[config.mk]
export PLATFORM = sky130hd
export DESIGN_NAME = kse_queue
export DESIGN_NICKNAME = d
export VERILOG_FILES = /design/src/rtl/core/kth_smallest_extract_multiset_defines.svh /design/src/rtl/core/kse_pkg.sv /design/src/rtl/core/kse_queue.sv
export SDC_FILE = /design/constraint.sdc
export NUM_CORES = 1
export LEC_CHECK = 0
export BUFFER_PORTS_ARGS = -buffer_cell sky130_fd_sc_hd__buf_2
export CAP_MARGIN = 10
export CORE_MARGIN = 3
export CORE_UTILIZATION = 37
export CTS_CLUSTER_DIAMETER = 150
export DETAILED_ROUTE_END_ITERATION = 16
export GPL_TIMING_DRIVEN = 0
export PLACE_DENSITY_LB_ADDON = 0.05
export SYNTH_ARGS = -nofsm -noshare
export SYNTH_HDL_FRONTEND = slang
export SYNTH_SLANG_ARGS = --single-unit
[constraint.sdc]
create_clock -name clk_i -period 4.3 [get_ports clk_i]
set_input_delay 0.86 -clock clk_i [delete_from_list [all_inputs] [get_ports clk_i]]
set_output_delay 0.86 -clock clk_i [all_outputs]
set_load 0.02 [all_outputs]
[src/rtl/core/kth_smallest_extract_multiset_defines.svh]
// Assertion macros shared by the multiset RTL.
// Depends on clk_i and rst_ni being visible in the module that uses them.
`ifndef KTH_SMALLEST_EXTRACT_MULTISET_DEFINES_SVH
`define KTH_SMALLEST_EXTRACT_MULTISET_DEFINES_SVH

`ifndef SYNTHESIS
// Property that holds at every clock edge outside reset.
`define KSE_ASSERT(lbl, prop) \
  lbl: assert property (@(posedge clk_i) disable iff (!rst_ni) (prop)) \
    else $error("kse assertion failed");
// Condition in one cycle implies consequence in the next.
`define KSE_ASSERT_NEXT(lbl, pre, post) \
  lbl: assert property (@(posedge clk_i) disable iff (!rst_ni) (pre) |=> (post)) \
    else $error("kse assertion failed");
`else
`define KSE_ASSERT(lbl, prop)
`define KSE_ASSERT_NEXT(lbl, pre, post)
`endif

`endif

[src/rtl/core/kse_pkg.sv]
// Shared types and codes for the k-th smallest multiset block.
// No dependencies.
package kse_pkg;

  localparam int unsigned RankW  = 7;
  localparam int unsigned ValueW = 32;

  // Input command codes.
  localparam logic CMD_INSERT  = 1'b0;
  localparam logic CMD_EXTRACT = 1'b1;

  // Classified operation; the code doubles as the result status.
  typedef enum logic [1:0] {
    OP_INSERT  = 2'd0,
    OP_FULL    = 2'd1,
    OP_EXTRACT = 2'd2,
    OP_MISS    = 2'd3
  } kse_op_e;

  typedef struct packed {
    kse_op_e                  op;
    logic signed [ValueW-1:0] value;
  } kse_cmd_t;

  typedef enum logic [1:0] {
    ST_IDLE,
    ST_PREP,
    ST_APPLY
  } kse_state_e;

endpackage

[src/rtl/core/kse_queue.sv]
// Two-entry queue holding classified operations between front and back.
// Depends on kse_pkg.
module kse_queue #(
  parameter int unsigned IdxW = 7
) (
  input  logic              clk_i,
  input  logic              rst_ni,
  input  logic              push_i,
  input  kse_pkg::kse_cmd_t push_cmd_i,
  input  logic [IdxW-1:0]   push_idx_i,
  output logic              full_o,
  input  logic              pop_i,
  output logic              valid_o,
  output kse_pkg::kse_cmd_t cmd_o,
  output logic [IdxW-1:0]   idx_o
);
  import kse_pkg::*;

  kse_cmd_t        cmd_q [2];
  logic [IdxW-1:0] idx_q [2];
  logic            wr_ptr_q, rd_ptr_q;
  logic [1:0]      fill_q;
  logic            do_push, do_pop;

  assign full_o  = (fill_q == 2'd2);
  assign valid_o = (fill_q != 2'd0);
  assign cmd_o   = cmd_q[rd_ptr_q];
  assign idx_o   = idx_q[rd_ptr_q];
  assign do_push = push_i && !full_o;
  assign do_pop  = pop_i && valid_o;

  always_ff @(posedge clk_i) begin
    if (do_push) begin
      cmd_q[wr_ptr_q] <= push_cmd_i;
      idx_q[wr_ptr_q] <= push_idx_i;
    end
  end

  always_ff @(posedge clk_i or negedge rst_ni) begin
    if (!rst_ni) begin
      wr_ptr_q <= 1'b0;
      rd_ptr_q <= 1'b0;
      fill_q   <= 2'd0;
    end else begin
      if (do_push) wr_ptr_q <= ~wr_ptr_q;
      if (do_pop)  rd_ptr_q <= ~rd_ptr_q;
      if (do_push && !do_pop) begin
        fill_q <= fill_q + 2'd1;
      end else if (do_pop && !do_push) begin
        fill_q <= fill_q - 2'd1;
      end
    end
  end

endmodule

## Word level (Yosys, flattened, before mapping)

Memory sizes are Yosys's and may differ from the RTL's.
Cells that the tools add are included.

| word-level totals | value |
|---|---|
| register bits | 4 |
| bits in latches | 0 |
| memory bits (writable) | 82 |
| ROM bits | 0 |
| bits of input ports | 45 |
| output and inout port bits | 43 |
| word-level logic and storage cells | 23 |
| memories | 2 |

Memory list:

| memory | words | bits a word | rd ports | clocked after Yosys merged registers in | write ports | RTL line | source |
|---|---|---|---|---|---|---|---|
| cmd_q | 2 | 34 | 1 | 0 | 1 | kse_queue.sv:19 | `kse_cmd_t cmd_q [2];` |
| idx_q | 2 | 7 | 1 | 0 | 1 | kse_queue.sv:20 | `logic [IdxW-1:0] idx_q [2];` |

| operators by class | value |
|---|---|
| add/sub/neg operators | 2 |
| multiply operators | 0 |
| divide/modulo/power cells | 0 |
| $lt $le $gt $ge | 0 |
| equal/unequal tests | 1 |
| shift operators | 0 |
| muxes and demuxes | 4 |
| bitwise operators | 2 |
| reduce and logical (&&, ||, !) cells | 9 |

Operators by type and width:

| kind | count |
|---|---|
| logical AND 1 bit | 4 |
| two-way mux 2 bit | 2 |
| nonzero test 2 bit | 2 |
| logical NOT 1 bit | 3 |
| adder 2 x 1 -> 2 bit (second input constant) | 1 |
| == test 2 bit (second input constant) | 1 |
| two-way mux 1 bit | 2 |
| inverter 1 bit | 2 |
| subtractor 2 x 1 -> 2 bit (second input constant) | 1 |

## Longest topological paths before layout

| logic depth | value |
|---|---|
| depth in word-level cells | 7 |
| depth in mapped cells | 7 |

## Worst setup path before layout

OpenSTA, ideal clock, no wires.

| path | value |
|---|---|
| path kind | input-to-reg |
| start | in push_i |
| end | mem cmd_q[0][0] (netlist bit) (enable) |
| library setup time | 439 ps |
| data arrival time | 2675 ps |
| required time | 3861 ps |
| path slack | 1186 ps |
| stages | 2 |
| buffers on the path | 0 |
| path through | nand2_1 > nor2_1 |

| between the ends | value |
|---|---|
| longest elaborated chain between the ends | 3 |

Ends and longest elaborated chain:

| item | RTL line | source |
|---|---|---|
| from (decl) | kse_queue.sv:8 | `input logic push_i,` |
| logical AND 1 bit | kse_queue.sv:29 | `assign do_push = push_i && !full_o;` |
| two-way mux 1 bit | kse_queue.sv:33 | `if (do_push) begin` |
| two-way mux 1 bit (implied by the code) | kse_queue.sv:34 | `cmd_q[wr_ptr_q] <= push_cmd_i;` |
| to (decl) | kse_queue.sv:19 |  |

Every way passes these cells.

==> results.json <==
{
  "cts_root_buf": "clkbuf_8",
  "dr.pass1.iters": 4,
  "syn2layout_area_growth_pct": 25.3,
  "ant_nets": 0,
  "crit_type": "reg -> out",
  "viasPerCell": 4.47,
  "numCtsBuffers": 9,
  "hold_viol": 0,
  "critPathMaxFanout": 10,
  "wire_per_inst_um": 14.9,
  "hold_slack_ns": 0.311,
  "rows": 34,
  "clock_latency_ns": 0.34,
  "ctsHoldBuffers": 0,
  "drive_gt1_share_pct": 59.9,
  "dieArea_um2": 10300,
  "initial_utilization_pct": 38.4,
  "cellPowerDensity_nw_per_um2": 709,
  "ir_drop_mv": 0.212,
  "cpPeakStageDelay_ns": 0.38,
  "period_minus_slack_ns": 2.34,
  "ctsHtreeMaxLevel": 3,
  "port_buffers": 87,
  "synth_edf_count": 82,
  "clk_pin_slew_ns": 0.08,
  "fin_crit_sh_pct": 54.5,
  "grt_pass1_vias": 1714,
  "tightest_slew_ns": 0.693,
  "setup_violations": 0,
  "regToRegSetupSlack_ns": 2.48,
  "syn_inst": 147,
  "wl_met2_um": 2780,
  "core_um2": 8760,
  "netlist-cell-type-count": 16,
  "clock_skew_ns": 0.0108,
  "yosys_most_used_dff": "edfxtp_1",
  "drcViolationCount": 0,
  "grt_pass1_wl_um": 8280,
  "postCtsSetupBuffers": 0,
  "ys_warn_count": 0,
  "tns_ns": 0,
  "vias": 1608,
  "netlist_area_um2": 3360,
  "dp.cells": 344,
  "hold_path.class": "in -> async",
  "yosysTopAreaCell": "edfxtp_1",
  "slew_headroom_pct": 53.7,
  "status": "complete, no violations",
  "drtIter0Drc": 29,
  "wl_met1_um": 2060,
  "p_leak_nw": 1.71,
  "drt-total-wl_um": 5370,
  "worstReg2RegEnd": "cmd_q[0][14]$_DFFE_PP_",
  "async_reset_ff_share_pct": 4.65,
  "crit_chain": "buf_6, buf_12, mux2_4, buf_2",
  "dpl.hpwl_um": 3620,
  "top_layer": "met4",
  "cts_resized": 0,
  "cp.required_ns": 3.44,
  "slowest_stage": "dfrtp_1",
  "grt.overflow.total": 0,
  "cts_tree": "done",
  "fin_cells": 360,
  "synth_top_area_share_pct": 73.2,
  "die_x_um": 101,
  "ys_seq_area_share_pct": 76.2,
  "cts_sinks": 86,
  "grt_max_degree": 22,
  "dp_slack_ns": 2.06,
  "fmax_mhz": 427,
  "rsz0062_at_grt": "false",
  "avgSynthCellArea_um2": 22.9,
  "grt_usage_pct": 11.1,
  "antenna_found_initial": 0,
  "cts.path.max_buffers": 2,
  "ios": 88,
  "finalWeightedCongestion": 0.709,
  "slew_violations": 0,
  "worstReg2RegStart": "fill_q[0]$_DFFE_PN0P_",
  "die_h_um": 101,
  "crit_path_end_kind": "output port",
  "arrival_ns": 1.48,
  "drv_cap": 0,
  "synth_commonest_cells": "82 x edfxtp_1, 39 x mux2_4, 4 x buf_12, 4 x dfrtp_1, 3 x xnor2_1",
  "diodes": 0,
  "final_nets": 293,
  "setup_slack_ns": 1.96,
  "worst_r2r_path_depth": 4,
  "synth_seq_cells": 86,
  "synth.most_common_cell": "edfxtp_1",
  "startpoint": "rd_ptr_q$_DFFE_PN0P_",
  "wl_met3_um": 442,
  "synth_area_leaders": "edfxtp_1 73%, mux2_4 17%, dfrtp_1 3.0%, buf_12 2.4%, xnor2_1 0.78%",
  "crit_path_start_kind": "flip-flop",
  "synth_nets": 193,
  "power_mw": 2.99
}
## flip-flops by register name (all words and copies together) (netlist names)
register  cells
rd_ptr_q      1
fill_q        2
idx_q        14
wr_ptr_q      1
cmd_q        68
## how the worst max path moves through the flow
stage / endpoint / slack (ns) / cells after the start
2_1_floorplan: cmd_q[0][0]$_DFFE_PP_ / 1.19 / 2
3_3_place_gp: cmd_q[0][12]$_DFFE_PP_ / -0.09 / 3
3_5_place_dp: cmd_q[0][12]$_DFFE_PP_ / 2.06 / 4
4_1_cts: cmd_o[22] / 1.92 / 4
5_1_grt: cmd_o[22] / 1.89 / 4
6_report: cmd_o[22] / 1.96 / 4
## cell families after synthesis
group                      synth area share [%]
buffers and inverters                      2.94
muxes                                      18.1
xor gates and xnor gates                   1.30
adders and majority gates                 0.372
DFF                                        76.2
and+or+nand+nor                            1.08
## cell type report
type                            count  area [um2]
Fill cell                         780        4550
Tap cell                          108         135
Clock buffer                       12         145
Sequential cell                    86        2560
Timing Repair Buffer               89         490
Inverter                            2        7.51
Clock inverter                      4        71.3
Multi-Input combinational cell     54         709
Buffer                              5        91.3
## metal layers
metal / up-vias / track usage, %
met5: - / 0
met4: 0 / 5.83
met3: 8 / 4.41
met2: 57 / 18.5
met1: 775 / 12.1
li1: 768 / -
## where the power goes
part	switching [mW]	total, mW	leakage (nW)	internal, mW
registers	0.0531	1.20	0.808	1.15
logic	0.618	1.19	0.796	0.568
clock network	0.258	0.600	0.104	0.342
## through the flow
| step | utilization [%] | instance area (um2) |
|---|---|---|
| CTS | 48.1 | 4210 |
| finish | 48.1 | 4210 |
| global route | 48.1 | 4210 |
| detailed placement | 45.6 | 4000 |
| global placement | 44.9 | 3930 |
| floorplan | - | 3360 |
## worst max-delay path, delay by kind of cell (launching register included)
kind	cells	cell delay (ns)
buffers and inverters	3	0.46
DFF	1	0.38
muxes	1	0.30
## cells in the final DEF (no fill, tap or decap)
master      Yosys  layout
nand2_2         1       1
xnor2_1         3       3
clkbuf_8        0      10
dfrtp_1         4       4
buf_16          0       2
nand2b_1        1       1
buf_2           0      87
inv_1           2       2
or2_1           1       1
mux2_2          2       2
clkinvlp_4      0       1
mux2_4         39      39
buf_12          4       4
buf_6           1       1
nor2_1          2       1
nand2_1         1       1
ha_1            1       1
bufinv_16       0       2
xor2_1          2       2
clkbuf_1        0       2
and3_2          0       1
clkinv_1        0       1
nor2_4          0       1
edfxtp_1       82      82
No activity file was read; power rests on OpenSTA's default activity.
