--- config.mk ---
export PLATFORM = sky130hd
export DESIGN_NAME = kse_front
export DESIGN_NICKNAME = d
export VERILOG_FILES = /design/src/rtl/core/kth_smallest_extract_multiset_defines.svh /design/src/rtl/core/kse_pkg.sv /design/src/rtl/core/kse_front.sv
export SDC_FILE = /design/constraint.sdc
export NUM_CORES = 1
export LEC_CHECK = 0
export BUFFER_PORTS_ARGS = -buffer_cell sky130_fd_sc_hd__buf_2
export CORE_MARGIN = 8
export CORE_UTILIZATION = 43
export DETAILED_ROUTE_END_ITERATION = 10
export PLACE_DENSITY = 0.78
export SLEW_MARGIN = 20
export SYNTH_ARGS = -nofsm -noshare
export SYNTH_HDL_FRONTEND = slang
export SYNTH_SLANG_ARGS = --single-unit
--- constraint.sdc ---
create_clock -name clk_i -period 2.8 [get_ports clk_i]
set_input_delay 0.28 -clock clk_i [delete_from_list [all_inputs] [get_ports clk_i]]
set_output_delay 0.28 -clock clk_i [all_outputs]
set_load 0.02 [all_outputs]
--- src/rtl/core/kth_smallest_extract_multiset_defines.svh ---
// Assertion macros shared by the multiset RTL.
// Depends on clk_i and rst_ni being visible in the module that uses them.
`ifndef KTH_SMALLEST_EXTRACT_MULTISET_DEFINES_SVH
`define KTH_SMALLEST_EXTRACT_MULTISET_DEFINES_SVH

`ifndef SYNTHESIS
// Property that holds at every clock edge outside reset.
`define KSE_ASSERT(lbl, prop) \
  lbl: assert property (@(posedge clk_i) disable iff (!rst_ni) (prop)) \
    else $error("kse assertion failed");
// Condition in one cycle implies consequence in the next.
`define KSE_ASSERT_NEXT(lbl, pre, post) \
  lbl: assert property (@(posedge clk_i) disable iff (!rst_ni) (pre) |=> (post)) \
    else $error("kse assertion failed");
`else
`define KSE_ASSERT(lbl, prop)
`define KSE_ASSERT_NEXT(lbl, pre, post)
`endif

`endif

--- src/rtl/core/kse_pkg.sv ---
// Shared types and codes for the k-th smallest multiset block.
// No dependencies.
package kse_pkg;

  localparam int unsigned RankW  = 7;
  localparam int unsigned ValueW = 32;

  // Input command codes.
  localparam logic CMD_INSERT  = 1'b0;
  localparam logic CMD_EXTRACT = 1'b1;

  // Classified operation; the code doubles as the result status.
  typedef enum logic [1:0] {
    OP_INSERT  = 2'd0,
    OP_FULL    = 2'd1,
    OP_EXTRACT = 2'd2,
    OP_MISS    = 2'd3
  } kse_op_e;

  typedef struct packed {
    kse_op_e                  op;
    logic signed [ValueW-1:0] value;
  } kse_cmd_t;

  typedef enum logic [1:0] {
    ST_IDLE,
    ST_PREP,
    ST_APPLY
  } kse_state_e;

endpackage

--- src/rtl/core/kse_front.sv ---
// Front end: accepts items, tracks the fill count and classifies each item.
// Depends on kse_pkg.
module kse_front #(
  parameter int unsigned CAPACITY = 64,
  localparam int unsigned CntW = $clog2(CAPACITY + 1)
) (
  input  logic                       clk_i,
  input  logic                       rst_ni,
  input  logic                       cfg_we_i,
  input  logic [kse_pkg::RankW-1:0]  cfg_wdata_i,
  input  logic                       in_valid_i,
  output logic                       in_ready_o,
  input  logic                       in_cmd_i,
  input  logic signed [kse_pkg::ValueW-1:0] in_value_i,
  input  logic                       q_full_i,
  output logic                       push_o,
  output kse_pkg::kse_cmd_t          push_cmd_o,
  output logic [CntW-1:0]            push_idx_o
);
  import kse_pkg::*;

  localparam int unsigned CmpW = (CntW > RankW) ? CntW : RankW;

  logic [RankW-1:0] rank_q;
  logic [CntW-1:0]  count_q, count_d;
  logic [CmpW-1:0]  rank_ext, cnt_ext;
  logic             accept;
  kse_op_e          op;

  assign accept     = in_valid_i && !q_full_i;
  assign in_ready_o = !q_full_i;
  assign rank_ext   = CmpW'(rank_q);
  assign cnt_ext    = CmpW'(count_q);

  // Classify against the count the back end will see when it runs this item.
  always_comb begin
    if (in_cmd_i == CMD_INSERT) begin
      op         = (count_q == CntW'(CAPACITY)) ? OP_FULL : OP_INSERT;
      push_idx_o = count_q;
    end else begin
      op         = (rank_q == '0 || rank_ext > cnt_ext) ? OP_MISS : OP_EXTRACT;
      push_idx_o = CntW'(rank_ext - CmpW'(1));
    end
  end

  assign push_o           = accept;
  assign push_cmd_o.op    = op;
  assign push_cmd_o.value = in_value_i;

  always_comb begin
    count_d = count_q;
    if (accept && op == OP_INSERT) begin
      count_d = count_q + CntW'(1);
    end else if (accept && op == OP_EXTRACT) begin
      count_d = count_q - CntW'(1);
    end
  end

  always_ff @(posedge clk_i or negedge rst_ni) begin
    if (!rst_ni) begin
      rank_q  <= RankW'(1);
      count_q <= '0;
    end else begin
      count_q <= count_d;
      if (cfg_we_i) begin
        rank_q <= cfg_wdata_i;
      end
    end
  end

endmodule

=== After elaboration in Yosys (flattened, before gate mapping) ===
Cells that the tools add are included.

* $add $sub $neg: 3
* Magnitude comparators: 1
* Eq/ne operators: 2
* Mux-type cells: 6
* Reductions and logical operators: 8

{| class="wikitable"
|+ Operators with widths
! cell !! count
|-
| 2-to-1 mux 7 bit || 3
|-
| subtractor 7 x 1 -> 7 bit, second input constant || 2
|-
| adder 7 x 1 -> 7 bit, second input constant || 1
|-
| equality test 7 bit, second input constant || 1
|-
| greater-than comparator 7 bit || 1
|-
| logical NOT 7 bit || 1
|-
| logical AND 1 bit || 3
|-
| equality test 2 bit, second input constant || 1
|-
| logical NOT 2 bit || 1
|-
| 2-to-1 mux 1 bit || 2
|-
| 2-to-1 mux 2 bit || 1
|-
| nonzero test 2 bit || 1
|-
| logical NOT 1 bit || 1
|-
| logical OR 1 bit || 1
|}

* Flip-flop bits (word level): 14
* Bits of input ports: 45
* Output and inout bits: 43
* Word-level logic and storage cells: 22

=== Longest topological paths before layout ===
* Word-level depth: 8
* Gate-level depth with buffers: 8
* Mapped depth without buffers: 8

=== Worst setup path after synthesis ===
OpenSTA, ideal clock, no wires.

* Path type: register to register
* From: register rank_q[0], in the netlist rank_ext[0]
* To: register count_q[1], in the netlist cnt_ext[1]
* Arrival: 2.183 ns
* Required time: 2.675 ns
* Setup slack: 0.492 ns
* Cell stages (with the launch flop): 8
* Path buffers: 0
* Period minus slack after synthesis: 2.308 ns
* Cells stage by stage: dfstp_2 -> inv_1 -> ha_1 -> or3b_4 -> or4_4 -> and3_4 -> a21boi_4 -> mux2_4

* Cells in the longest elaborated chain, start to end: 7
* Elaborated cells between the ends (all ways): 11

{| class="wikitable"
|+ Ends and longest elaborated chain
! what !! RTL line !! text
|-
| from (decl) || kse_front.sv:24 || <nowiki>logic [RankW-1:0] rank_q;</nowiki>
|-
| from (signal assigned) || kse_front.sv:61 || <nowiki>rank_q <= RankW'(1);</nowiki>
|-
| from (signal assigned) || kse_front.sv:66 || <nowiki>rank_q <= cfg_wdata_i;</nowiki>
|-
| greater-than comparator 7 bit or logical NOT 7 bit (tied branches) || kse_front.sv:41 || <nowiki>op = (rank_q == '0 || rank_ext > cnt_ext) ? OP_MISS : OP_EXTRACT;</nowiki>
|-
| logical OR 1 bit * || kse_front.sv:41 ||
|-
| 2-to-1 mux 1 bit * || kse_front.sv:41 ||
|-
| 2-to-1 mux 2 bit * || kse_front.sv:37 || <nowiki>if (in_cmd_i == CMD_INSERT) begin</nowiki>
|-
| equality test 2 bit or logical NOT 2 bit (tied branches) || kse_front.sv:54, kse_front.sv:52 ||
|-
| logical AND 1 bit (on tied branches) || kse_front.sv:54, kse_front.sv:52 ||
|-
| nonzero test 2 bit (no source line) or 2-to-1 mux 7 bit (tied branches) || - ||
|-
| to (signal assigned) || kse_front.sv:64 || <nowiki>count_q <= count_d;</nowiki>
|-
| to (decl) || kse_front.sv:25 || <nowiki>logic [CntW-1:0] count_q, count_d;</nowiki>
|}

Mark *: on every way between the ends. The rest lies on a longest branch, timed or not.
A chain may end at the register's enable or synchronous reset.

=== Worst setup path in the final report ===
* From: register rank_q[1], in the netlist rank_ext[1]
* To: register count_q[1], in the netlist cnt_ext[1]

The elaborated chain is that of the path after synthesis.

==> impl_metrics.yaml <==
timing:
  fin_tns_setup_ns: 0
  final.min_clock_period_ns: 2.49
  setup_violations: 0
  slew_headroom: 0.722
  rsz0062_at_grt: "false"
  post-route-period-util: 0.888
  drv_slew: 0
  worst_pin_slew_ns: 0.416
  clock.fmax_ghz: 0.402
  finalClockSkew_ns: 0.00766
  worst_slack_ns: 0.313
  finalHoldViolations: 0
finish:
  synthToLayoutAreaGrowth_pct: -2.73
  final_cell_mix: "23 x buf_2, 13 x a21oi_1, 13 x ha_1, 13 x dfrtp_1, 12 x nor2_1"
  layout-drive-gt1-share: 0.277
  nets: 208
  mostFrequentLayoutCell: "buf_2"
  stdcell_count: 192
  num_antenna_cells: 0
critical_path:
  path_cells: "inv_1 -> ha_1 -> or3b_4 -> or4_4 -> and3_4 -> a21boi_4 -> mux2_4"
  arrival_ns: 2.67
  critical_path_depth: 7
  reg2reg_depth: 7
  cp.required_ns: 2.98
  reg2reg_slack_ns: 0.31
  critPathTopFamily: "simple AND/OR/NAND/NOR gates"
  slowest_stage: "or4_4"
  worst-path-buf-inv: 1
  slowest_delay_ns: 0.45
  cp-end-kind: "flop"
  crit_fanout: 6
  start_kind: "flop"
  worstSetupPathType: "flop to flop"
clock_tree:
  ctsResizeCount: 0
  holdBufCountCts: 1
  cts_buffer_depth: 2
  clock-sinks: 14
  cts_made_buffers: 3
  cts_tree: "yes"
  root_buffer: "clkbuf_4"
  post-cts-setup-buffers: 0
  clk_latency_ns: 0.29
  path_clk_slew_ns: 0.09
  htreeDepth: 1
floorplanning:
  core_area_um2: 3050
  io_pins: 88
  start_util: 0.451
  die_w_um: 72.6
  core.rowCount: 20
  die_h_um: 72.6
  die_area_um2: 5270
power:
  internal_power_mw: 0.636
  switching_share: 0.454
  seqPwrFrac: 0.287
  p_comb_frac: 0.603
  p_switching_mw: 0.530
  peakVddDrop_mv: 0.346
  clkPwrFrac: 0.110
  finalPower_mw: 1.17
  p_leak_nw: 0.648
  p_per_area_nw_per_um2: 871
place:
  dpl_worst_slack_ns: 0.336
  placed_cells: 187
  gp_congestion: 0.807
  io_buffers: 23
  dp_hpwl_mm: 2.41
yosys:
  seq_area_frac_synth: 0.255
  ys_types: 37
  netlist_area_um2: 1380
  ys_seq_elements: 14
  netlist_instances: 154
  mappedNetlistNets: 213
  syn_avg_cell_area_um2: 8.94
  yosysWarnings: 0
hold_path:
  whs_path_depth: 3
  min_path_type: "input pin to flop"
routing:
  vias: 973
  first_iter_violations: 50
  routedWlPerCell_um: 15.2
  first_pass_iters: 4
  route.detailed.drc: 0
  drtAntennaViolNets: 0
  vias_per_cell: 5.07
  wl_mm: 2.92
global_routing:
  first_global_vias: 998
  grt_overflow_total: 0
  grt_pass1_wl_mm: 4.82
  antenna_found_initial: 0
  grt_max_degree: 20
  grtUsageTotal: 0.113
flow_run:
  cap_violations: 0
status:
  status: "completed"
metal layers:
metal	GRT usage	vias up	share of wire
met5	0	-	0
met4	0.0356	0	0.017
met3	0.0563	11	0.12
met2	0.192	35	0.47
met1	0.119	443	0.39
li1	-	484	-
power groups by stage:
stage	combinational (mW)	clock, mW	sequential, mW
after floorplan	0.585	0	0.336
after CTS	0.711	0.132	0.333
final	0.703	0.128	0.335
after global placement	0.694	0	0.334
after detailed placement	0.707	0	0.337
after global routing	0.801	0.142	0.348
worst paths after layout:
path                                 from           to
min                        cfg_wdata_i[1]  rank_ext[1]
max reg2reg                   rank_ext[1]   cnt_ext[1]
max in group asynchronous          rst_ni  rank_ext[0]
min in group asynchronous          rst_ni  rank_ext[2]
min reg2reg                    cnt_ext[6]   cnt_ext[6]
max                           rank_ext[1]   cnt_ext[1]
through the flow:
stage / area [um^2] / utilization / hold slack [ns]
after CTS: 1340 / 0.439 / 0.184
after global placement: 1300 / 0.427 / 0.193
after floorplan: 1380 / - / -0.0156
after global routing: 1340 / 0.439 / 0.203
final: 1340 / 0.439 / 0.183
after detailed placement: 1300 / 0.427 / 0.201
cell families after synthesis:
logic type	synth area share
buffers and inverters	0.218
AOI/OAI and AO/OA	0.136
and+or+nand+nor	0.113
adders and majority gates	0.133
DFF	0.255
xor gates and xnor gates	0.0636
muxes	0.0809
registers in the layout (all words and copies together), names as in the netlist:
name	count
cnt_ext	7
rank_ext	7
synth_stat cells:
cell type / n / share of area
ha_1: 13 / 0.12
a311o_2: 1 / 0.0082
mux2_2: 5 / 0.041
xor2_1: 5 / 0.032
nand3b_1: 1 / 0.0055
mux2i_1: 4 / 0.029
nand2_1: 5 / 0.014
o211ai_1: 1 / 0.0055
a21o_1: 1 / 0.0055
nand4_1: 1 / 0.0045
nand3_1: 1 / 0.0036
buf_1: 1 / 0.0027
dfrtp_1: 13 / 0.24
nor2_1: 12 / 0.033
a21boi_4: 1 / 0.014
a21oi_1: 13 / 0.047
o31ai_1: 1 / 0.0055
mux2_4: 1 / 0.011
inv_1: 11 / 0.030
nor3b_1: 1 / 0.0055
nand2b_1: 1 / 0.0045
or3_2: 1 / 0.0055
or4_4: 1 / 0.0082
o21bai_1: 1 / 0.0055
and3_4: 1 / 0.0082
fa_1: 1 / 0.015
nor2b_1: 1 / 0.0045
clkbuf_1: 2 / 0.0055
nor3_1: 1 / 0.0036
a211oi_1: 1 / 0.0055
or3b_4: 1 / 0.0082
a31oi_1: 4 / 0.018
nor4_1: 1 / 0.0045
xnor2_1: 5 / 0.032
buf_4: 33 / 0.18
o21ai_0: 6 / 0.022
dfstp_2: 1 / 0.019
area by class of cell:
class | instances | area, um^2
Sequential cell | 14 | 352
Timing Repair Buffer | 26 | 140
Inverter | 11 | 41.3
Fill cell | 311 | 1710
Clock buffer | 4 | 26.3
Tap cell | 44 | 55.1
Multi-Input combinational cell | 93 | 724
worst register-to-register path, stage by stage, from the launching register on:
cell	delay, ns
dfrtp_1	0.41
inv_1	0.08
ha_1	0.18
or3b_4	0.41
or4_4	0.45
and3_4	0.22
a21boi_4	0.30
mux2_4	0.33
(Power assumes the default switching activity.)
